File: config.mk
export PLATFORM = sky130hd
export DESIGN_NAME = ipv4_transport_header_parser
export DESIGN_NICKNAME = d
export VERILOG_FILES = /design/src/sv/ithp_pkg.sv /design/src/sv/ipv4_transport_header_parser.sv /design/src/sv/ithp_fifo.sv /design/src/sv/ithp_front.sv /design/src/sv/ithp_back.sv
export SDC_FILE = /design/constraint.sdc
export NUM_CORES = 1
export LEC_CHECK = 0
export BUFFER_PORTS_ARGS = -buffer_cell sky130_fd_sc_hd__buf_4
export CAP_MARGIN = 5
export CORE_ASPECT_RATIO = 0.6
export CORE_MARGIN = 2
export CORE_UTILIZATION = 35
export DETAILED_ROUTE_END_ITERATION = 8
export SLEW_MARGIN = 20
export SYNTH_ARGS = -nofsm -noshare
export SYNTH_HDL_FRONTEND = slang
export SYNTH_HIERARCHICAL = 1
export SYNTH_SLANG_ARGS = --single-unit
File: constraint.sdc
create_clock -name i_clk -period 10.3 [get_ports i_clk]
set_input_delay 1.03 -clock i_clk [delete_from_list [all_inputs] [get_ports i_clk]]
set_output_delay 1.03 -clock i_clk [all_outputs]
set_load 0.02 [all_outputs]
File: src/sv/ithp_pkg.sv
// Package for the IPv4 transport header parser: shared constants, status codes
// and the frame summary record passed from the capture front end to the judge.
// No dependencies.
`timescale 1ns / 1ps
`default_nettype none

package ithp_pkg;

    // Default cap on the bytes of one frame that are counted and examined.
    localparam int unsigned MAX_FRAME_BYTES_DEF = 2048;

    // Number of frame summaries that may wait between front end and back end.
    localparam int unsigned SUMMARY_DEPTH = 2;

    localparam logic [7:0]  ETH_HDR_BYTES  = 8'd14;
    localparam logic [7:0]  IP_MIN_BYTES   = 8'd20;
    localparam logic [7:0]  TCP_MIN_BYTES  = 8'd20;
    localparam logic [7:0]  UDP_HDR_BYTES  = 8'd8;
    localparam logic [15:0] ETHERTYPE_IPV4 = 16'h0800;
    localparam logic [7:0]  PROTO_TCP      = 8'd6;
    localparam logic [7:0]  PROTO_UDP      = 8'd17;

    // Link type register values.
    localparam logic LINK_ETHERNET = 1'b0;
    localparam logic LINK_RAW_IP   = 1'b1;

    // Result status codes.
    localparam logic [2:0] ST_OK        = 3'd0;
    localparam logic [2:0] ST_TRUNCATED = 3'd1;
    localparam logic [2:0] ST_NOT_IPV4  = 3'd2;
    localparam logic [2:0] ST_IP_VER    = 3'd3;
    localparam logic [2:0] ST_BAD_IHL   = 3'd4;
    localparam logic [2:0] ST_BAD_TCPOFF = 3'd5;
    localparam logic [2:0] ST_OTHER_PROTO = 3'd6;

    // Header fields captured over one frame, plus the framing at its end.
    typedef struct packed {
        logic        link_type;
        logic [15:0] ether_kind;
        logic [7:0]  version_ihl;
        logic [15:0] total_length;
        logic [7:0]  protocol;
        logic [31:0] src_addr;
        logic [31:0] dst_addr;
        logic [15:0] src_port;
        logic [15:0] dst_port;
        logic [15:0] tcp_off_udp_len;
    } t_hdr;

endpackage : ithp_pkg

`default_nettype wire

File: src/sv/ipv4_transport_header_parser.sv
// Top level of the IPv4 TCP/UDP header parser: front end, summary queue and
// judge back end. Depends on ithp_pkg, ithp_front, ithp_fifo and ithp_back.
//
// The parser takes one captured frame as a byte stream, one byte per transfer,
// with i_last_byte marking the final byte, and gives exactly one result per
// frame: a status, the protocol, both IPv4 addresses, both ports and the
// payload size (TCP: total length minus both header lengths; UDP: UDP length
// minus eight; both wrap to 16 bits). When the status is not ok, all other
// result fields are zero. The input side accepts one byte every cycle for as
// long as the summary queue has room; the queue holds two finished frames and
// is drained by the back end at one frame per cycle while results are popped,
// so a steady stream of frames, even of one-byte frames, runs at one byte per
// cycle when results are popped as they appear. The result of a frame reaches
// the output ports through the summary queue and the output register: the
// summary enters the queue at the edge that transfers its last byte, and the
// back end judges it into the output register once that register is free. Only the first
// MAX_FRAME_BYTES bytes of a frame are counted and examined; later bytes
// are accepted and ignored. The link type register (0 Ethernet, 1 raw IP) is
// written through i_cfg_wr_en and i_cfg_wr_data and takes effect on the next
// byte; each byte is placed by the framing in force when it arrives, and the
// end-of-frame checks use the framing in force at the last byte.
`timescale 1ns / 1ps
`default_nettype none

module ipv4_transport_header_parser #(
    parameter int unsigned MAX_FRAME_BYTES = ithp_pkg::MAX_FRAME_BYTES_DEF
) (
    input  wire logic        i_clk,
    input  wire logic        i_rst_n,
    input  wire logic        i_cfg_wr_en,
    input  wire logic        i_cfg_wr_data,
    input  wire logic        push,
    output logic             full,
    input  wire logic [7:0]  i_data_byte,
    input  wire logic        i_last_byte,
    input  wire logic        pop,
    output logic             empty,
    output logic [2:0]       o_status,
    output logic             o_is_udp,
    output logic [31:0]      o_source_address,
    output logic [31:0]      o_destination_address,
    output logic [15:0]      o_source_port,
    output logic [15:0]      o_destination_port,
    output logic [15:0]      o_payload_size
);

    import ithp_pkg::*;

    // Byte count of a frame runs up to and includes MAX_FRAME_BYTES.
    localparam int unsigned LEN_W = $clog2(MAX_FRAME_BYTES + 1);
    localparam int unsigned SUM_W = $bits(t_hdr) + LEN_W;

    t_hdr             front_hdr;
    logic [LEN_W-1:0] front_len;
    logic             front_push;
    logic             byte_xfer;
    logic [SUM_W-1:0] q_wr_data;
    logic [SUM_W-1:0] q_rd_data;
    logic             q_full;
    logic             q_empty;
    logic             back_take;
    t_hdr             back_hdr;
    logic [LEN_W-1:0] back_len;

    // Bytes stall only while the queue is full, so a last byte always finds room.
    assign full      = q_full;
    assign byte_xfer = push && !q_full;

    ithp_front #(
        .MAX_FRAME_BYTES (MAX_FRAME_BYTES),
        .LEN_W           (LEN_W)
    ) u_front (
        .i_clk         (i_clk),
        .i_rst_n       (i_rst_n),
        .i_cfg_wr_en   (i_cfg_wr_en),
        .i_cfg_wr_data (i_cfg_wr_data),
        .i_byte_valid  (byte_xfer),
        .i_data_byte   (i_data_byte),
        .i_last_byte   (i_last_byte),
        .o_hdr         (front_hdr),
        .o_len         (front_len),
        .o_push        (front_push)
    );

    assign q_wr_data = {front_len, front_hdr};

    ithp_fifo #(
        .WIDTH (SUM_W),
        .DEPTH (SUMMARY_DEPTH)
    ) u_queue (
        .i_clk     (i_clk),
        .i_rst_n   (i_rst_n),
        .i_wr      (front_push),
        .i_wr_data (q_wr_data),
        .i_rd      (back_take),
        .o_rd_data (q_rd_data),
        .o_full    (q_full),
        .o_empty   (q_empty)
    );

    assign back_len = q_rd_data[SUM_W-1 -: LEN_W];
    assign back_hdr = q_rd_data[$bits(t_hdr)-1:0];

    ithp_back #(
        .MAX_FRAME_BYTES (MAX_FRAME_BYTES),
        .LEN_W           (LEN_W)
    ) u_back (
        .i_clk                 (i_clk),
        .i_rst_n               (i_rst_n),
        .i_hdr                 (back_hdr),
        .i_len                 (back_len),
        .i_avail               (!q_empty),
        .o_take                (back_take),
        .i_pop                 (pop),
        .o_empty               (empty),
        .o_status              (o_status),
        .o_is_udp              (o_is_udp),
        .o_source_address      (o_source_address),
        .o_destination_address (o_destination_address),
        .o_source_port         (o_source_port),
        .o_destination_port    (o_destination_port),
        .o_payload_size        (o_payload_size)
    );

endmodule : ipv4_transport_header_parser

`default_nettype wire

File: src/sv/ithp_fifo.sv
// Small register-based queue that holds frame summaries between the capture
// front end and the judge back end. Generic width and depth; no dependencies.
`timescale 1ns / 1ps
`default_nettype none

module ithp_fifo #(
    parameter int unsigned WIDTH = 8,
    parameter int unsigned DEPTH = 2
) (
    input  wire logic             i_clk,
    input  wire logic             i_rst_n,
    input  wire logic             i_wr,
    input  wire logic [WIDTH-1:0] i_wr_data,
    input  wire logic             i_rd,
    output logic      [WIDTH-1:0] o_rd_data,
    output logic                  o_full,
    output logic                  o_empty
);

    localparam int unsigned PTR_W = (DEPTH > 1) ? $clog2(DEPTH) : 1;
    localparam int unsigned CNT_W = $clog2(DEPTH + 1);
    localparam logic [PTR_W-1:0] LAST_PTR = PTR_W'(DEPTH - 1);
    localparam logic [CNT_W-1:0] FULL_CNT = CNT_W'(DEPTH);

    logic [WIDTH-1:0] r_mem [DEPTH];
    logic [PTR_W-1:0] r_wptr, n_wptr;
    logic [PTR_W-1:0] r_rptr, n_rptr;
    logic [CNT_W-1:0] r_count, n_count;
    logic             do_wr, do_rd;

    assign o_full    = (r_count == FULL_CNT);
    assign o_empty   = (r_count == '0);
    assign o_rd_data = r_mem[r_rptr];
    assign do_wr     = i_wr && !o_full;
    assign do_rd     = i_rd && !o_empty;

    always_comb begin
        n_wptr  = r_wptr;
        n_rptr  = r_rptr;
        n_count = r_count;
        if (do_wr) begin
            n_wptr = (r_wptr == LAST_PTR) ? '0 : r_wptr + 1'b1;
        end
        if (do_rd) begin
            n_rptr = (r_rptr == LAST_PTR) ? '0 : r_rptr + 1'b1;
        end
        if (do_wr && !do_rd) begin
            n_count = r_count + 1'b1;
        end else if (do_rd && !do_wr) begin
            n_count = r_count - 1'b1;
        end
    end

    always_ff @(posedge i_clk) begin
        if (!i_rst_n) begin
            r_wptr  <= '0;
            r_rptr  <= '0;
            r_count <= '0;
        end else begin
            r_wptr  <= n_wptr;
            r_rptr  <= n_rptr;
            r_count <= n_count;
        end
    end

    always_ff @(posedge i_clk) begin
        if (do_wr) begin
            r_mem[r_wptr] <= i_wr_data;
        end
    end

endmodule : ithp_fifo

`default_nettype wire

File: src/sv/ithp_front.sv
// Capture front end: counts the bytes of a frame, picks header fields out of
// the stream and hands a summary to the queue at the last byte. Uses ithp_pkg.
`timescale 1ns / 1ps
`default_nettype none

module ithp_front #(
    parameter int unsigned MAX_FRAME_BYTES = 2048,
    parameter int unsigned LEN_W = $clog2(MAX_FRAME_BYTES + 1)
) (
    input  wire logic              i_clk,
    input  wire logic              i_rst_n,
    input  wire logic              i_cfg_wr_en,
    input  wire logic              i_cfg_wr_data,
    input  wire logic              i_byte_valid,
    input  wire logic [7:0]        i_data_byte,
    input  wire logic              i_last_byte,
    output ithp_pkg::t_hdr         o_hdr,
    output logic       [LEN_W-1:0] o_len,
    output logic                   o_push
);

    import ithp_pkg::*;

    localparam logic [LEN_W-1:0] MAX_POS = LEN_W'(MAX_FRAME_BYTES);

    logic             r_link;
    logic [LEN_W-1:0] r_pos, n_pos;
    t_hdr             r_hdr, n_hdr;
    logic [7:0]       ipo;
    logic [7:0]       tpo;
    logic [LEN_W-1:0] p;

    // Offsets are below 128, which fits the position width whenever MAX_FRAME_BYTES is at least 64.
    function automatic logic [LEN_W-1:0] at(input logic [7:0] base, input logic [7:0] off);
        logic [7:0] sum;
        sum = base + off;
        return LEN_W'(sum);
    endfunction

    assign p   = r_pos;
    assign ipo = (r_link == LINK_RAW_IP) ? 8'd0 : ETH_HDR_BYTES;
    assign tpo = ipo + {2'b00, r_hdr.version_ihl[3:0], 2'b00};

    always_comb begin
        n_hdr           = r_hdr;
        n_hdr.link_type = r_link;
        n_pos           = r_pos;
        if (r_pos < MAX_POS) begin
            n_pos = r_pos + 1'b1;
            if (r_link == LINK_ETHERNET && (p == at(8'd0, 8'd12) || p == at(8'd0, 8'd13))) begin
                n_hdr.ether_kind = {r_hdr.ether_kind[7:0], i_data_byte};
            end
            if (p == at(ipo, 8'd0)) begin
                n_hdr.version_ihl = i_data_byte;
            end
            if (p == at(ipo, 8'd2) || p == at(ipo, 8'd3)) begin
                n_hdr.total_length = {r_hdr.total_length[7:0], i_data_byte};
            end
            if (p == at(ipo, 8'd9)) begin
                n_hdr.protocol = i_data_byte;
            end
            if (p >= at(ipo, 8'd12) && p <= at(ipo, 8'd15)) begin
                n_hdr.src_addr = {r_hdr.src_addr[23:0], i_data_byte};
            end
            if (p >= at(ipo, 8'd16) && p <= at(ipo, 8'd19)) begin
                n_hdr.dst_addr = {r_hdr.dst_addr[23:0], i_data_byte};
            end
            // Transport fields sit past the IP header start only; the protocol
            // seen here includes a protocol byte taken in this same cycle.
            if (p > at(ipo, 8'd0)) begin
                if (p == at(tpo, 8'd0) || p == at(tpo, 8'd1)) begin
                    n_hdr.src_port = {r_hdr.src_port[7:0], i_data_byte};
                end
                if (p == at(tpo, 8'd2) || p == at(tpo, 8'd3)) begin
                    n_hdr.dst_port = {r_hdr.dst_port[7:0], i_data_byte};
                end
                if (n_hdr.protocol == PROTO_UDP
                        && (p == at(tpo, 8'd4) || p == at(tpo, 8'd5))) begin
                    n_hdr.tcp_off_udp_len = {r_hdr.tcp_off_udp_len[7:0], i_data_byte};
                end
                if (n_hdr.protocol == PROTO_TCP && p == at(tpo, 8'd12)) begin
                    n_hdr.tcp_off_udp_len = {8'h00, i_data_byte};
                end
            end
        end
    end

    assign o_hdr  = n_hdr;
    assign o_len  = n_pos;
    assign o_push = i_byte_valid && i_last_byte;

    always_ff @(posedge i_clk) begin
        if (!i_rst_n) begin
            r_link <= LINK_ETHERNET;
            r_pos  <= '0;
            r_hdr  <= '0;
        end else begin
            if (i_cfg_wr_en) begin
                r_link <= i_cfg_wr_data;
            end
            if (i_byte_valid) begin
                if (i_last_byte) begin
                    r_pos <= '0;
                    r_hdr <= '0;
                end else begin
                    r_pos <= n_pos;
                    r_hdr <= n_hdr;
                end
            end
        end
    end

endmodule : ithp_front

`default_nettype wire

File: src/sv/ithp_back.sv
// Judge back end: takes a frame summary from the queue, decides the status and
// payload size, and holds the result in the output register. Uses ithp_pkg.
`timescale 1ns / 1ps
`default_nettype none

module ithp_back #(
    parameter int unsigned MAX_FRAME_BYTES = 2048,
    parameter int unsigned LEN_W = $clog2(MAX_FRAME_BYTES + 1)
) (
    input  wire logic              i_clk,
    input  wire logic              i_rst_n,
    input  wire ithp_pkg::t_hdr    i_hdr,
    input  wire logic [LEN_W-1:0]  i_len,
    input  wire logic              i_avail,
    output logic                   o_take,
    input  wire logic              i_pop,
    output logic                   o_empty,
    output logic       [2:0]       o_status,
    output logic                   o_is_udp,
    output logic       [31:0]      o_source_address,
    output logic       [31:0]      o_destination_address,
    output logic       [15:0]      o_source_port,
    output logic       [15:0]      o_destination_port,
    output logic       [15:0]      o_payload_size
);

    import ithp_pkg::*;

    logic        r_valid;
    logic [2:0]  status;
    logic        is_udp;
    logic [15:0] payload;
    logic [7:0]  ipo;
    logic [7:0]  ihl_bytes;
    logic [7:0]  off_bytes;

    function automatic logic [LEN_W-1:0] lim(input logic [7:0] a, input logic [7:0] b);
        logic [7:0] sum;
        sum = a + b;
        return LEN_W'(sum);
    endfunction

    assign ipo       = (i_hdr.link_type == LINK_RAW_IP) ? 8'd0 : ETH_HDR_BYTES;
    assign ihl_bytes = {2'b00, i_hdr.version_ihl[3:0], 2'b00};
    assign off_bytes = {2'b00, i_hdr.tcp_off_udp_len[7:4], 2'b00};

    always_comb begin
        status  = ST_OK;
        is_udp  = 1'b0;
        payload = '0;
        if (i_hdr.link_type == LINK_ETHERNET && i_len < lim(ETH_HDR_BYTES, 8'd0)) begin
            status = ST_TRUNCATED;
        end else if (i_hdr.link_type == LINK_ETHERNET && i_hdr.ether_kind != ETHERTYPE_IPV4) begin
            status = ST_NOT_IPV4;
        end else if (i_len < lim(ipo, IP_MIN_BYTES)) begin
            status = ST_TRUNCATED;
        end else if (i_hdr.version_ihl[7:4] != 4'd4) begin
            status = ST_IP_VER;
        end else if (ihl_bytes < IP_MIN_BYTES) begin
            status = ST_BAD_IHL;
        end else if (i_hdr.protocol == PROTO_TCP) begin
            if (i_len < lim(ipo, IP_MIN_BYTES + TCP_MIN_BYTES)
                    || i_len < lim(ipo, ihl_bytes + 8'd13)) begin
                status = ST_TRUNCATED;
            end else if (off_bytes < TCP_MIN_BYTES) begin
                status = ST_BAD_TCPOFF;
            end else begin
                payload = i_hdr.total_length - {8'h00, ihl_bytes} - {8'h00, off_bytes};
            end
        end else if (i_hdr.protocol == PROTO_UDP) begin
            if (i_len < lim(ipo, IP_MIN_BYTES + UDP_HDR_BYTES)
                    || i_len < lim(ipo, ihl_bytes + 8'd6)) begin
                status = ST_TRUNCATED;
            end else begin
                is_udp  = 1'b1;
                payload = i_hdr.tcp_off_udp_len - {8'h00, UDP_HDR_BYTES};
            end
        end else begin
            status = ST_OTHER_PROTO;
        end
    end

    assign o_take  = i_avail && (!r_valid || i_pop);
    assign o_empty = !r_valid;

    always_ff @(posedge i_clk) begin
        if (!i_rst_n) begin
            r_valid <= 1'b0;
        end else if (o_take) begin
            r_valid <= 1'b1;
        end else if (i_pop) begin
            r_valid <= 1'b0;
        end
    end

    // Fields other than status read as zero for any frame that failed a check.
    always_ff @(posedge i_clk) begin
        if (o_take) begin
            o_status <= status;
            if (status == ST_OK) begin
                o_is_udp              <= is_udp;
                o_source_address      <= i_hdr.src_addr;
                o_destination_address <= i_hdr.dst_addr;
                o_source_port         <= i_hdr.src_port;
                o_destination_port    <= i_hdr.dst_port;
                o_payload_size        <= payload;
            end else begin
                o_is_udp              <= 1'b0;
                o_source_address      <= '0;
                o_destination_address <= '0;
                o_source_port         <= '0;
                o_destination_port    <= '0;
                o_payload_size        <= '0;
            end
        end
    end

endmodule : ithp_back

`default_nettype wire

Yosys cells after proc, flatten, opt, wreduce, memory -nomap -nowiden
Memory sizes are Yosys's and may differ from the RTL's. A register that Yosys moved wholly into a read port is not among the register bits.
Cells that the tools add are included.
- $add $sub $neg: 29
- multiply operators: 0
- div/mod/pow operators: 0
- magnitude comparators: 14
- eq/ne operators: 20
- shift operators: 0
- multiplexer cells: 44
- bitwise operators: 4
- reductions and logical operators: 33
- operator list (cell ; number):
    $mux 160 ; 2
    $mux 16 ; 11
    $eq 12x8->1 ; 11
    $mux 32 ; 2
    $lt 12x8->1 ; 5
    $mux 48 ; 1
    $add 8x2->8 const B ; 4
    $add 8x4->8 const B ; 4
    $add 8x5->8 const B ; 4
    $sub 16x6->16 ; 2
    $mux 3 ; 9
    $eq 12x4->1 const B ; 2
    $ge 12x8->1 ; 2
    $le 12x8->1 ; 2
    $mux 12 ; 2
    $mux 8 ; 3
    $add 8x3->8 const B ; 2
    $add 8x8->8 ; 2
    $eq 8x3->1 const B ; 2
    $eq 8x5->1 const B ; 2
    $ne 16x12->1 const B ; 1
    $sub 16x4->16 const B ; 1
    $logic_and 1x1->1 ; 14
    $add 12x1->12 const B ; 1
    other kinds (25) ; 53
- register bits after elaboration: 294
- latch bits: 0
- RAM bits: 346
- memory bits (read-only): 0
- bits of input ports: 15
- output and inout port bits: 118
- logic and storage cells: 167
- memories kept: 1
- memory list (memory ; words ; width ; rd ports ; clocked after Yosys merged registers in ; write ports ; line ; RTL):
    u_queue.r_mem ; 2 ; 173 ; 1 ; 1 ; 1 ; ithp_fifo.sv:25 ; logic [WIDTH-1:0] r_mem [DEPTH];

Longest topological paths before layout
Gate-level depths: netlist of run 1.
- word-level depth: 15
- depth in mapped cells: 20
- mapped depth without buffers: 15

Cells and area by module
Netlist of run 1, hierarchy kept.
- by module, submodules not included (module ; instances ; cells an instance ; area each (µm²) ; sequential area each (µm²)):
    ithp_fifo ; 1 ; 563 ; 12738.5 ; 10490.1
    ithp_front ; 1 ; 1063 ; 9909.5 ; 3463.3
    ithp_back ; 1 ; 489 ; 6627.6 ; 3503.4
    ipv4_transport_header_parser ; 1 ; 2 ; 17.5 ; 0.0

Least setup slack after synthesis of run 1
OpenSTA, ideal clock, no wires.
- path type: input port to flip-flop
- from: input port push
- to: memory u_queue/r_mem[0][0] (netlist bit) (enable)
- library setup time: 0.675 ns
- arrival time: 8.370 ns
- slack: 1.256 ns
- stages: 5
- buffers on the path: 1
- cells stage by stage: nor2b_4 clkbuf_1 and2_1 inv_1 nor3_2
- word-level cells in the longest chain between the ends: 5
- ends and longest elaborated chain (item ; line ; RTL):
    start: declaration ; ipv4_transport_header_parser.sv:32 ; input wire logic push,
    $logic_and 1x1->1 ; ipv4_transport_header_parser.sv:67 ; assign byte_xfer = push && !q_full;
    $logic_and 1x1->1 ; ithp_front.sv:90 ; assign o_push = i_byte_valid && i_last_byte;
    named net front_push ; ipv4_transport_header_parser.sv:55 ; logic front_push;
    $logic_and 1x1->1 ; ithp_fifo.sv:34 ; assign do_wr = i_wr && !o_full;
    $mux 1 ; ithp_fifo.sv:67 ; if (do_wr) begin
    $mux 1 (not written as such) ; ithp_fifo.sv:68 ; r_mem[r_wptr] <= i_wr_data;
    end: declaration ; ithp_fifo.sv:25 ;
The timed path passes the listed nets, and every way through them passes these cells.

==> results by group, run 1 <==
Layout
  • Finished Layout Cells: 3371
  • Multi-input gate area: 10900 sq um
  • Syn-to-layout area delta: 12.8%
  • NumNets Final: 2261
  • Register area: 17500 sq um
  • Commonest non-fill, non-tap cell in the layout: edfxtp_1
  • Share of cells above drive strength 1: 0.248
  • Post-layout util: 0.397
  • Most frequent cells in the layout: edfxtp_1 (462), mux2_2 (197), dfxtp_1 (178)
  • Fill cells: 7711

Worst hold path
  • Worst Hold Depth: 2
  • Min-Delay Path Class: reg2reg

GRT
  • First-pass GRT wire length: 107 mm
  • GRT Resource Usage Total: 0.159
  • Largest net degree at the start of global routing: 158
  • Initial antenna violation count: 4
  • Vias in the first global route: 17300
  • GRT overflow: 0

Detailed routing
  • Final wirelength: 69.6 mm
  • DRC Markers: 0
  • Routed vias/inst: 5.20
  • WL/cell: 20.7 um
  • Routed via count: 17500
  • TritonRoute pass-1 iters: 5
  • Antenna Nets Post-Route: 0
  • Initial DRC count: 1596

Timing
  • Worst rel slew slack: 0.243
  • Setup_tns: 0 ns
  • Final Max Tran Viols: 0
  • Final period util: 0.571
  • Final hold violation count: 0
  • Unrepaired setup endpoints after global routing: false
  • Final worst path period need: 5.88 ns
  • Clk_skew: 0.0177 ns
  • Fmax: 170 MHz
  • # setup viols final: 0
  • Setup WS post-layout: 4.42 ns
  • Worst-margin pin slew: 1.14 ns

Clock network
  • CTS buffer count: 58
  • H-tree levels: 2
  • Root Driver: clkbuf_16
  • CTS tree: done
  • CTS sink count: 641
  • Clk_lat worst skew: 0.62 ns
  • Post-CTS Setup Bufs: 0
  • Post_cts resized: 0
  • Clock Pin Slew Worst Setup and Hold Paths: 0.06 ns
  • Post-CTS Hold Fix Bufs: 0
  • Max Root-Sink Buffers: 3

Floorplanning
  • Row count: 82
  • Die height: 228 um
  • Initial Utilization: 0.352
  • Core footprint: 83200 sq um
  • Die Span X: 377 um
  • Ports: 133
  • Die footprint: 86100 sq um

Yosys
  • Mapped Area: 29300 sq um
  • Ys async rst share: 0
  • Avg Synthesized Cell Area: 13.8 sq um
  • Synth top area share: 0.474
  • Register area share after synthesis: 0.596
  • Syn_nets: 2191
  • Cell variety after synth: 91
  • Most used flip-flop cell after synthesis: edfxtp_1
  • Post-synth top area cell: edfxtp_1
  • Yosys reg bits: 641
  • Mapped Cells: 2117
  • EDFF count, synth: 462
  • Synth Warn #: 6
  • Synth top area cells: edfxtp_1 (47%), dfxtp_1 (12%), mux2_2 (7.6%)

Placed design
  • Placed cell count: 3260
  • Number of I/O port buffers: 132
  • Dpl hpwl: 43.1 mm
  • Placer Congestion: 0.824
  • Pre-CTS WS: 4.48 ns

Worst setup path
  • CP startpoint kind: flip-flop
  • FF-to-FF setup slack: 4.42 ns
  • Critical Path AT: 6.22 ns
  • Crit-path max FO: 64
  • R2r worst-path depth: 15
  • Critical Path End Type: flip-flop
  • Worst EP required: 10.63 ns
  • Critical setup path kind: reg2reg

Power
  • Pwr/cell area: 225 nW/um^2
  • Static Leak: 11.4 nW
  • Max VDD drop: 0.139 mV

Status
  • Status: complete, no violations

Job
  • Maxcap violations: 0
[cell usage after synthesis, types with 6 or more instances]
cell and number:
a22oi_1 132, mux2_1 102, nor2b_1 142, o21ai_0 40, buf_6 19, edfxtp_1 462
nand3_1 29, a21o_1 6, xnor2_1 32, nand2b_1 7, nand3b_1 11, ha_1 53
a31oi_1 12, mux2_2 197, dfxtp_1 179, a21oi_1 23, a41o_1 8, fa_1 6
buf_2 12, a32o_1 8, o21a_1 9, buf_4 21, a22o_1 16, inv_1 39
nand2_1 98, nor3b_1 49, and2_1 15, nor3_1 18, a21boi_0 19, nor3_2 15
mux2_4 11, nor3b_2 53, nor2_1 23, clkbuf_1 88, and3b_1 9, a21boi_1 8
nor4_1 10, xor2_1 16, or3_1 6, and3_1 14
[metrics by stage]
stage	hold WS [ns]	total power, W	cell area, sq um
after CTS	0.486	0.00753	33000
after global placement	0.457	0.00534	31100
final	0.485	0.00745	33000
after floorplan	0.447	0.00471	29300
after detailed placement	0.477	0.00536	31100
after global routing	0.500	0.00780	33000
[worst paths after layout]
check	startpoint	to
worst max-delay path	flip-flop	u_back/o_destination_address[9]
worst min-delay path	u_front/r_hdr[127]	u_front/r_hdr[127]
worst max register to register	flip-flop	u_back/o_destination_address[9]
worst min register to register	u_front/r_hdr[127]	u_front/r_hdr[127]
[sequential cells by signal, indices dropped and copies added (netlist names), 2 cells and up, named ones only]
signal,count
u_queue/r_mem,346
u_front/r_hdr,160
u_back/o_destination_address,32
u_back/o_source_address,32
u_back/o_destination_port,16
u_back/o_payload_size,16
u_back/o_source_port,16
u_front/p,12
u_back/o_status,3
u_queue/r_count,2
[cell families after synthesis]
group                    Yosys count  share of synthesized area
adder cells (fa/ha/maj)           59                     0.0267
multiplexers                     312                      0.121
AND/OR/NAND/NOR                  545                      0.127
buffers and inverters            189                     0.0327
XOR/XNOR                          49                     0.0151
flip-flops                       641                      0.596
AO/OA/AOI/OAI                    322                     0.0814
[cell type report]
class | count | area share
sequential | 641 | 0.528
multi-input combinational | 1287 | 0.331
clock buffer | 88 | 0.0498
tap | 1134 | 0.0429
timing repair buffer | 157 | 0.0366
clock inverter | 21 | 0.00663
inverter | 42 | 0.00485
antenna | 1 | 0.0000757
[critical path, stage by stage (launching register included)]
cell       delay, ns
dfxtp_4         0.73
mux2_1          0.62
ha_1            0.40
inv_1           0.08
ha_1            0.17
inv_1           0.06
fa_1            0.37
xor2_1          0.16
ha_1            0.29
a21oi_1         0.07
nor3b_1         0.32
a2111oi_4       0.11
nor3_1          0.28
or4b_4          0.77
buf_4           0.78
nor3b_2         0.12
[power by group]
part           total [W]  switching [W]  internal (W)
combinational    0.00195        0.00122      0.000730
sequential       0.00334       0.000145       0.00319
clock            0.00215       0.000948       0.00120
[per-layer routing]
layer,part of all wire,global-route usage,vias up
li1,-,-,8091
met2,0.43,0.236,419
met5,0,0,-
met4,0.016,0.0341,0
met3,0.050,0.0268,77
met1,0.50,0.242,8936
Note: power is estimated with default switching activity, not from simulation.
==> inputs of run 2 (changes only) <==
--- a/config.mk
+++ b/config.mk
@@ -5,6 +5,7 @@
 export SDC_FILE = /design/constraint.sdc
 export NUM_CORES = 1
 export LEC_CHECK = 0
+export ABC_AREA = 1
 export BUFFER_PORTS_ARGS = -buffer_cell sky130_fd_sc_hd__buf_4
 export CAP_MARGIN = 5
 export CORE_ASPECT_RATIO = 0.6
==> constraint.sdc (replaced) <==
create_clock -name i_clk -period 5.05 [get_ports i_clk]
set_input_delay 0.505 -clock i_clk [delete_from_list [all_inputs] [get_ports i_clk]]
set_output_delay 0.505 -clock i_clk [all_outputs]
set_load 0.02 [all_outputs]
==> run 2 against run 1 <==
Worst hold slack worse by 0.32 ns. Maximum frequency up 45%. Critical path type unchanged. Die area grew 1.6%. Synthesized area grew 1.7%. First-iteration DRC count rose by 16%. Core utilization up 0.58 points. Power increased by 110%. Routed wire length shrank 1.5%. Critical path depth up 6. Non-clock buffer count grew 12.
==> results by group, run 2 <==
Timing
  • Final worst path period need: 4.07 ns (-1.81 ns)
  • Worst-margin pin slew: 1.01 ns (-0.128 ns)
  • Clk_skew: 0.0320 ns (+0.0143 ns)
  • Setup_tns: 0 ns (unchanged)
  • Unrepaired setup endpoints after global routing: false
  • Final period util: 0.806 (+0.235)
  • Final Max Tran Viols: 0 (unchanged)
  • Final hold slack: 0.166 ns (-0.319 ns)
  • Final hold violation count: 0 (unchanged)
  • # setup viols final: 0 (unchanged)
  • Worst rel slew slack: 0.328 (+0.0852)
  • Fmax: 246 MHz (+45%)

Placed design
  • Dpl hpwl: 44.7 mm (+3.8%)
  • Placed cell count: 4034 (+24%)
  • Placer Congestion: 0.877 (+6.4%)
  • Number of I/O port buffers: 132 (unchanged)

Status
  • Status: complete, no violations

Yosys
  • Count leader, synth: nand2_1
  • Most used flip-flop cell after synthesis: edfxtp_1
  • Avg Synthesized Cell Area: 10.4 sq um (-25%)
  • Top cells by count, synth: nand2_1 (659), edfxtp_1 (462), inv_1 (353)
  • Ys async rst share: 0 (unchanged)
  • Synth top area cells: edfxtp_1 (47%), dfxtp_1 (12%), nand2_1 (8.3%)
  • Cell variety after synth: 53 (-42%)
  • Syn_nets: 2926 (+34%)
  • Mapped Area: 29800 sq um (+1.7%)
  • EDFF count, synth: 462 (unchanged)
  • Mapped Cells: 2852 (+35%)
  • Yosys reg bits: 641 (unchanged)
  • Synth Warn #: 6 (unchanged)
  • Synth top area share: 0.466 (-0.00772)
  • Register area share after synthesis: 0.586 (-0.00972)
  • Post-synth top area cell: edfxtp_1

Worst setup path
  • CP max-delay cell: buf_4
  • Critical setup path kind: reg2reg
  • R2r worst-path depth: 21 (+6)
  • Crit path max-delay family: buffers and inverters
  • Crit-path max FO: 43 (-33%)
  • Largest stage delay on the critical path: 0.54 ns (-0.24 ns)
  • R2r endpoint: u_back/o_source_address[23]
  • Worst EP required: 5.40 ns (-5.23 ns)
  • CP startpoint kind: flip-flop
  • Buffers & Inverters on Critical Path: 3 (unchanged)
  • Cells along the critical path: buf_4 > mux2_2 > ha_1 > inv_1 > nor2_1 > nor2_1 > xor2_1 > ha_1 > a21oi_1 > nor2_1 > nor2_1 > nand2_1 > nand2_1 > nand2_1 > nand2_1 > nand2_1 > nand2_1 > nand2_2 > nand3_4 > buf_4 > nor2_1
  • Critical Path End Type: flip-flop
  • Critical Path AT: 4.42 ns (-1.80 ns)
  • FF-to-FF setup slack: 0.98 ns (-3.44 ns)
  • Critical Path Stages: 21 (+6)
  • Cell mode on critical path: nand2_1

Clock network
  • Post-CTS Setup Bufs: 0 (unchanged)
  • Clock Pin Slew Worst Setup and Hold Paths: 0.07 ns (about the same)
  • CTS buffer count: 56 (-3.4%)
  • Post-CTS Hold Fix Bufs: 0 (unchanged)
  • H-tree levels: 2 (unchanged)
  • Clk_lat worst skew: 0.62 ns (about the same)
  • Post_cts resized: 0 (unchanged)
  • Root Driver: clkbuf_16
  • Max Root-Sink Buffers: 3 (unchanged)
  • CTS sink count: 641 (unchanged)
  • CTS tree: done

GRT
  • GRT Resource Usage Total: 0.155 (-0.00434)
  • Largest net degree at the start of global routing: 143 (-9.5%)
  • Initial antenna violation count: 1 (-3)
  • First-pass GRT wire length: 108 mm (+0.53%)
  • Vias in the first global route: 18200 (+5.1%)
  • GRT overflow: 0 (unchanged)

Floorplanning
  • Initial Utilization: 0.355 (+0.00321)
  • Die height: 230 um (+0.81%)
  • Core footprint: 83800 sq um (+0.74%)
  • Die Span X: 381 um (+0.82%)
  • Ports: 133 (unchanged)
  • Row count: 82 (unchanged)
  • Die footprint: 87500 sq um (+1.6%)

Power
  • Static Leak: 13.1 nW (+14%)
  • Pwr/cell area: 468 nW/um^2 (+110%)
  • Max VDD drop: 0.288 mV (+110%)

Detailed routing
  • Antenna Nets Post-Route: 0 (unchanged)
  • Routed vias/inst: 4.75 (-8.7%)
  • Initial DRC count: 1858 (+16%)
  • DRC Markers: 0 (unchanged)
  • Final wirelength: 68.6 mm (-1.5%)
  • Routed via count: 19600 (+12%)
  • WL/cell: 16.6 um (-20%)
  • TritonRoute pass-1 iters: 5 (unchanged)

Layout
  • Most frequent cells in the layout: nand2_1 (659), edfxtp_1 (462), inv_1 (353)
  • Fill cells: 8050 (+4.4%)
  • Antenna cells: 0 (-1)
  • Multi-input gate area: 10300 sq um (-6.1%)
  • Number of flip-flops in the largest register: 346 (unchanged)
  • Share of cells above drive strength 1: 0.194 (-0.0539)
  • Finished Layout Cells: 4139 (+23%)
  • Post-layout util: 0.403 (+0.00577)
  • Largest reg by FF count: u_queue/r_mem
  • Register area: 17500 sq um (unchanged)
  • Syn-to-layout area delta: 13.4%
  • NumNets Final: 3032 (+34%)
  • Regs by FF count: u_queue/r_mem (346), u_front/r_hdr (160)
  • Commonest non-fill, non-tap cell in the layout: nand2_1

Worst hold path
  • Worst Hold Depth: 3 (+1)
  • Hold Crit Start: i_cfg_wr_data
  • Min-Delay Path Class: in2reg
  • Worst Hold Endpoint: u_front/r_link

Job
  • Maxcap violations: 0 (unchanged)
-- run 2: cell types whose count changed in the layout (fill, tap and decap cells not counted), moves of 53 or more --
cell,change
a21oi_1,+173
a22oi_1,-129
inv_1,+314
mux2_1,-102
nand2_1,+561
nand3_1,+119
nor2_1,+112
nor2_4,+74
nor2b_1,-141
nor3b_2,-53
-- run 2: kinds of logic after synthesis --
group	after synthesis	share of synthesized area
AO/OA/AOI/OAI	303	0.0540
XOR/XNOR	34	0.0100
adder cells (fa/ha/maj)	59	0.0263
buffers and inverters	481	0.0711
flip-flops	641	0.586
multiplexers	188	0.0711
AND/OR/NAND/NOR	1146	0.181
-- run 2: power breakdown --
part           total [W]  internal [W]  leakage [nW]  switching [W]
registers        0.00680       0.00658          5.87       0.000227
logic            0.00445       0.00154          6.23        0.00291
clock network    0.00455       0.00256         0.945        0.00199
total             0.0158        0.0107          13.1        0.00513
-- run 2: worst max path at each step --
stage,startpoint,end,slack (ns)
after global placement,flip-flop,u_back/o_source_address[12],0.99
after floorplan,u_queue/r_count[0],u_queue/r_mem[0][0],-0.82
final,flip-flop,u_back/o_source_address[23],0.98
after detailed placement,flip-flop,u_back/o_source_address[9],0.96
after global routing,flip-flop,u_back/o_source_address[23],0.59
after CTS,flip-flop,u_back/o_source_address[17],0.93
-- run 2: layout make-up --
cell class | instances | share of cell area
multi-input combinational | 1730 | 0.304
inverter | 360 | 0.0402
sequential | 641 | 0.517
clock inverter | 36 | 0.0118
clock buffer | 69 | 0.0451
tap | 1134 | 0.0420
timing repair buffer | 169 | 0.0402
-- run 2: worst min-delay path, stage by stage --
cell and delay, ns:
buf_4 0.08, a21oi_1 0.08, nor2_1 0.07
-- run 2: metal layers --
layer,share of wire,vias up,track usage
li1,-,9658,-
met1,0.52,9413,0.246
met2,0.41,512,0.222
met3,0.061,61,0.0254
met4,0.010,0,0.0213
met5,0,-,0
-- run 2: through the flow --
stage               worst slack (ns)  total power [W]  cell area (sq um)
floorplan                     -0.825          0.00999              29800
global placement               0.986           0.0114              31900
detailed placement             0.956           0.0114              31900
CTS                            0.927           0.0160              33800
global route                   0.593           0.0166              33800
finish                         0.979           0.0158              33800
==> inputs of run 3 (changes only) <==
==> constraint.sdc (replaced) <==
create_clock -name i_clk -period 4.2 [get_ports i_clk]
set_input_delay 0.42 -clock i_clk [delete_from_list [all_inputs] [get_ports i_clk]]
set_output_delay 0.42 -clock i_clk [all_outputs]
set_load 0.02 [all_outputs]
==> run 3 against run 2 <==
Die area is the same. Critical path depth grew 1. First-iteration DRC count shrank 8.4%.
==> results by group, run 3 (synthesis results as in run 2) <==
Status
  • Status: complete, no violations

Worst setup path
  • Buffers & Inverters on Critical Path: 6 (+3)
  • CP max-delay cell: dfxtp_4
  • Critical Path AT: 4.26 ns (-0.16 ns)
  • Crit path max-delay family: adder cells
  • Worst EP required: 4.56 ns (-0.84 ns)
  • CP startpoint kind: flip-flop
  • Critical setup path kind: reg2reg
  • Cells along the critical path: mux2_2 > inv_1 > ha_1 > inv_1 > ha_1 > inv_1 > fa_1 > xor2_1 > ha_1 > nand2_1 > inv_1 > nand2_1 > nor2_1 > nand2_1 > nand2_1 > nand2_1 > o21ai_1 > a21oi_1 > nand3_4 > buf_12 > clkbuf_16 > nor2_4
  • Crit-path max FO: 12 (-72%)
  • Critical Path End Type: flip-flop
  • Largest stage delay on the critical path: 0.40 ns (-0.14 ns)
  • Cell mode on critical path: nand2_1

Detailed routing
  • Routed via count: 19600 (-0.33%)
  • WL/cell: 16.6 um (+0.38%)
  • DRC Markers: 0 (unchanged)
  • TritonRoute pass-1 iters: 6 (+1)
  • Antenna Nets Post-Route: 0 (unchanged)
  • Final wirelength: 69.2 mm (+0.91%)
  • Initial DRC count: 1702 (-8.4%)
  • Routed vias/inst: 4.71 (-0.85%)

Clock network
  • Post_cts resized: 0 (unchanged)
  • CTS buffer count: 56 (unchanged)
  • Root Driver: clkbuf_16
  • Post-CTS Setup Bufs: 0 (unchanged)
  • Clk_lat worst skew: 0.62 ns (about the same)
  • CTS sink count: 641 (unchanged)
  • Max Root-Sink Buffers: 3 (unchanged)
  • CTS tree: done
  • H-tree levels: 2 (unchanged)
  • Clock Pin Slew Worst Setup and Hold Paths: 0.07 ns (about the same)
  • Post-CTS Hold Fix Bufs: 0 (unchanged)

Placed design
  • Dpl hpwl: 45.9 mm (+2.5%)
  • Placer Congestion: 0.918 (+4.6%)
  • Pre-CTS WS: 0.237 ns (-0.719 ns)
  • Placed cell count: 4054 (+0.50%)
  • Number of I/O port buffers: 132 (unchanged)
  • Placed inst area: 32100 sq um (+0.79%)

Timing
  • Final hold slack: 0.0624 ns (-0.103 ns)
  • Final period util: 0.930 (+0.124)
  • Setup_tns: 0 ns (unchanged)
  • Unrepaired setup endpoints after global routing: false
  • Worst-margin pin slew: 1.07 ns (+0.0654 ns)
  • Clk_skew: 0.0333 ns (+0.00129 ns)
  • Fmax: 256 MHz (+4.3%)
  • # setup viols final: 0 (unchanged)
  • Final Max Tran Viols: 0 (unchanged)
  • Worst rel slew slack: 0.285 (-0.0436)
  • Final worst path period need: 3.91 ns (-0.166 ns)
  • Final hold violation count: 0 (unchanged)
  • Setup WS post-layout: 0.295 ns (-0.684 ns)

Layout
  • Fill cells: 7988 (-0.77%)
  • NumNets Final: 3053 (+0.69%)
  • Largest reg by FF count: u_queue/r_mem
  • Share of cells above drive strength 1: 0.203 (+0.00817)
  • Regs by FF count: u_queue/r_mem (346), u_front/r_hdr (160)
  • Syn-to-layout area delta: 14.7%
  • Most frequent cells in the layout: nand2_1 (659), edfxtp_1 (462), inv_1 (353)
  • Finished Layout Cells: 4161 (+0.53%)
  • Antenna cells: 0 (unchanged)
  • Commonest non-fill, non-tap cell in the layout: nand2_1
  • Multi-input gate area: 10300 sq um (about the same)
  • Design Area, Final: 34200 sq um (+1.2%)
  • Number of flip-flops in the largest register: 346 (unchanged)
  • Register area: 17500 sq um (unchanged)

Power
  • Max VDD drop: 0.366 mV (+27%)
  • Pwr/cell area: 562 nW/um^2 (+20%)
  • Static Leak: 13.3 nW (+1.5%)

Floorplanning
  • Die height: 230 um (unchanged)
  • Ports: 133 (unchanged)
  • Row count: 82 (unchanged)
  • Core footprint: 83800 sq um (unchanged)
  • Die Span X: 381 um (unchanged)
  • Die footprint: 87500 sq um (unchanged)
  • Initial Utilization: 0.355 (unchanged)

GRT
  • Initial antenna violation count: 3 (+2)
  • First-pass GRT wire length: 109 mm (+1.1%)
  • GRT Resource Usage Total: 0.157 (+0.00191)
  • GRT overflow: 0 (unchanged)
  • Largest net degree at the start of global routing: 117 (-18%)
  • Vias in the first global route: 18300 (+0.38%)

Job
  • Maxcap violations: 0 (unchanged)

Worst hold path
  • Min-Delay Path Class: in2reg
## run 3: cell count changes in the layout (fill, tap and decap cells not counted), moves of 5 or more
cell,previous run,this run
clkinv_1,8,3
buf_12,7,14
clkinv_4,1,7
buf_4,162,173
clkinv_2,12,7
clkbuf_8,3,9
## run 3: path summary, 6_finish.rpt
path	startpoint	endpoint	slack, ns	depth (start not counted)
setup / recovery	flip-flop	u_back/o_destination_address[22]	0.29	22
setup reg to reg	flip-flop	u_back/o_destination_address[22]	0.29	22
hold reg to reg	u_front/r_hdr[133]	u_front/r_hdr[133]	0.46	2
hold / removal	i_cfg_wr_data	u_front/r_link	0.06	3
## run 3: power by group
group | total (W) | internal (W) | switching, W
clock | 0.00560 | 0.00319 | 0.00241
sequential | 0.00816 | 0.00790 | 0.000261
combinational | 0.00544 | 0.00193 | 0.00351
total | 0.0192 | 0.0130 | 0.00618
## run 3: layout make-up
| class | instances | share of cell area |
|---|---|---|
| clock buffer | 76 | 0.0490 |
| clock inverter | 30 | 0.0103 |
| inverter | 360 | 0.0398 |
| multi-input combinational | 1730 | 0.300 |
| sequential | 641 | 0.511 |
| tap | 1134 | 0.0415 |
| timing repair buffer | 190 | 0.0481 |
## run 3: metrics by stage
| step | utilization | total power (W) |
|---|---|---|
| finish | 0.408 | 0.0192 |
| CTS | 0.407 | 0.0194 |
| floorplan | - | 0.0120 |
| detailed placement | 0.383 | 0.0138 |
| global route | 0.408 | 0.0202 |
| global placement | 0.383 | 0.0138 |
## run 3: routing by layer
| metal | vias to the layer above | wire (um) | global-route usage | part of all wire |
|---|---|---|---|---|
| met5 | - | 0 | 0 | 0 |
| met4 | 0 | 768 | 0.0242 | 0.011 |
| met3 | 72 | 5090 | 0.0351 | 0.074 |
| met2 | 520 | 27600 | 0.215 | 0.40 |
| met1 | 9293 | 35800 | 0.250 | 0.52 |
| li1 | 9695 | - | - | - |
## run 3: tightest hold or removal path, cell delays in order
cell and delay [ns]:
buf_4 0.08, a21oi_1 0.07, nor2_1 0.07
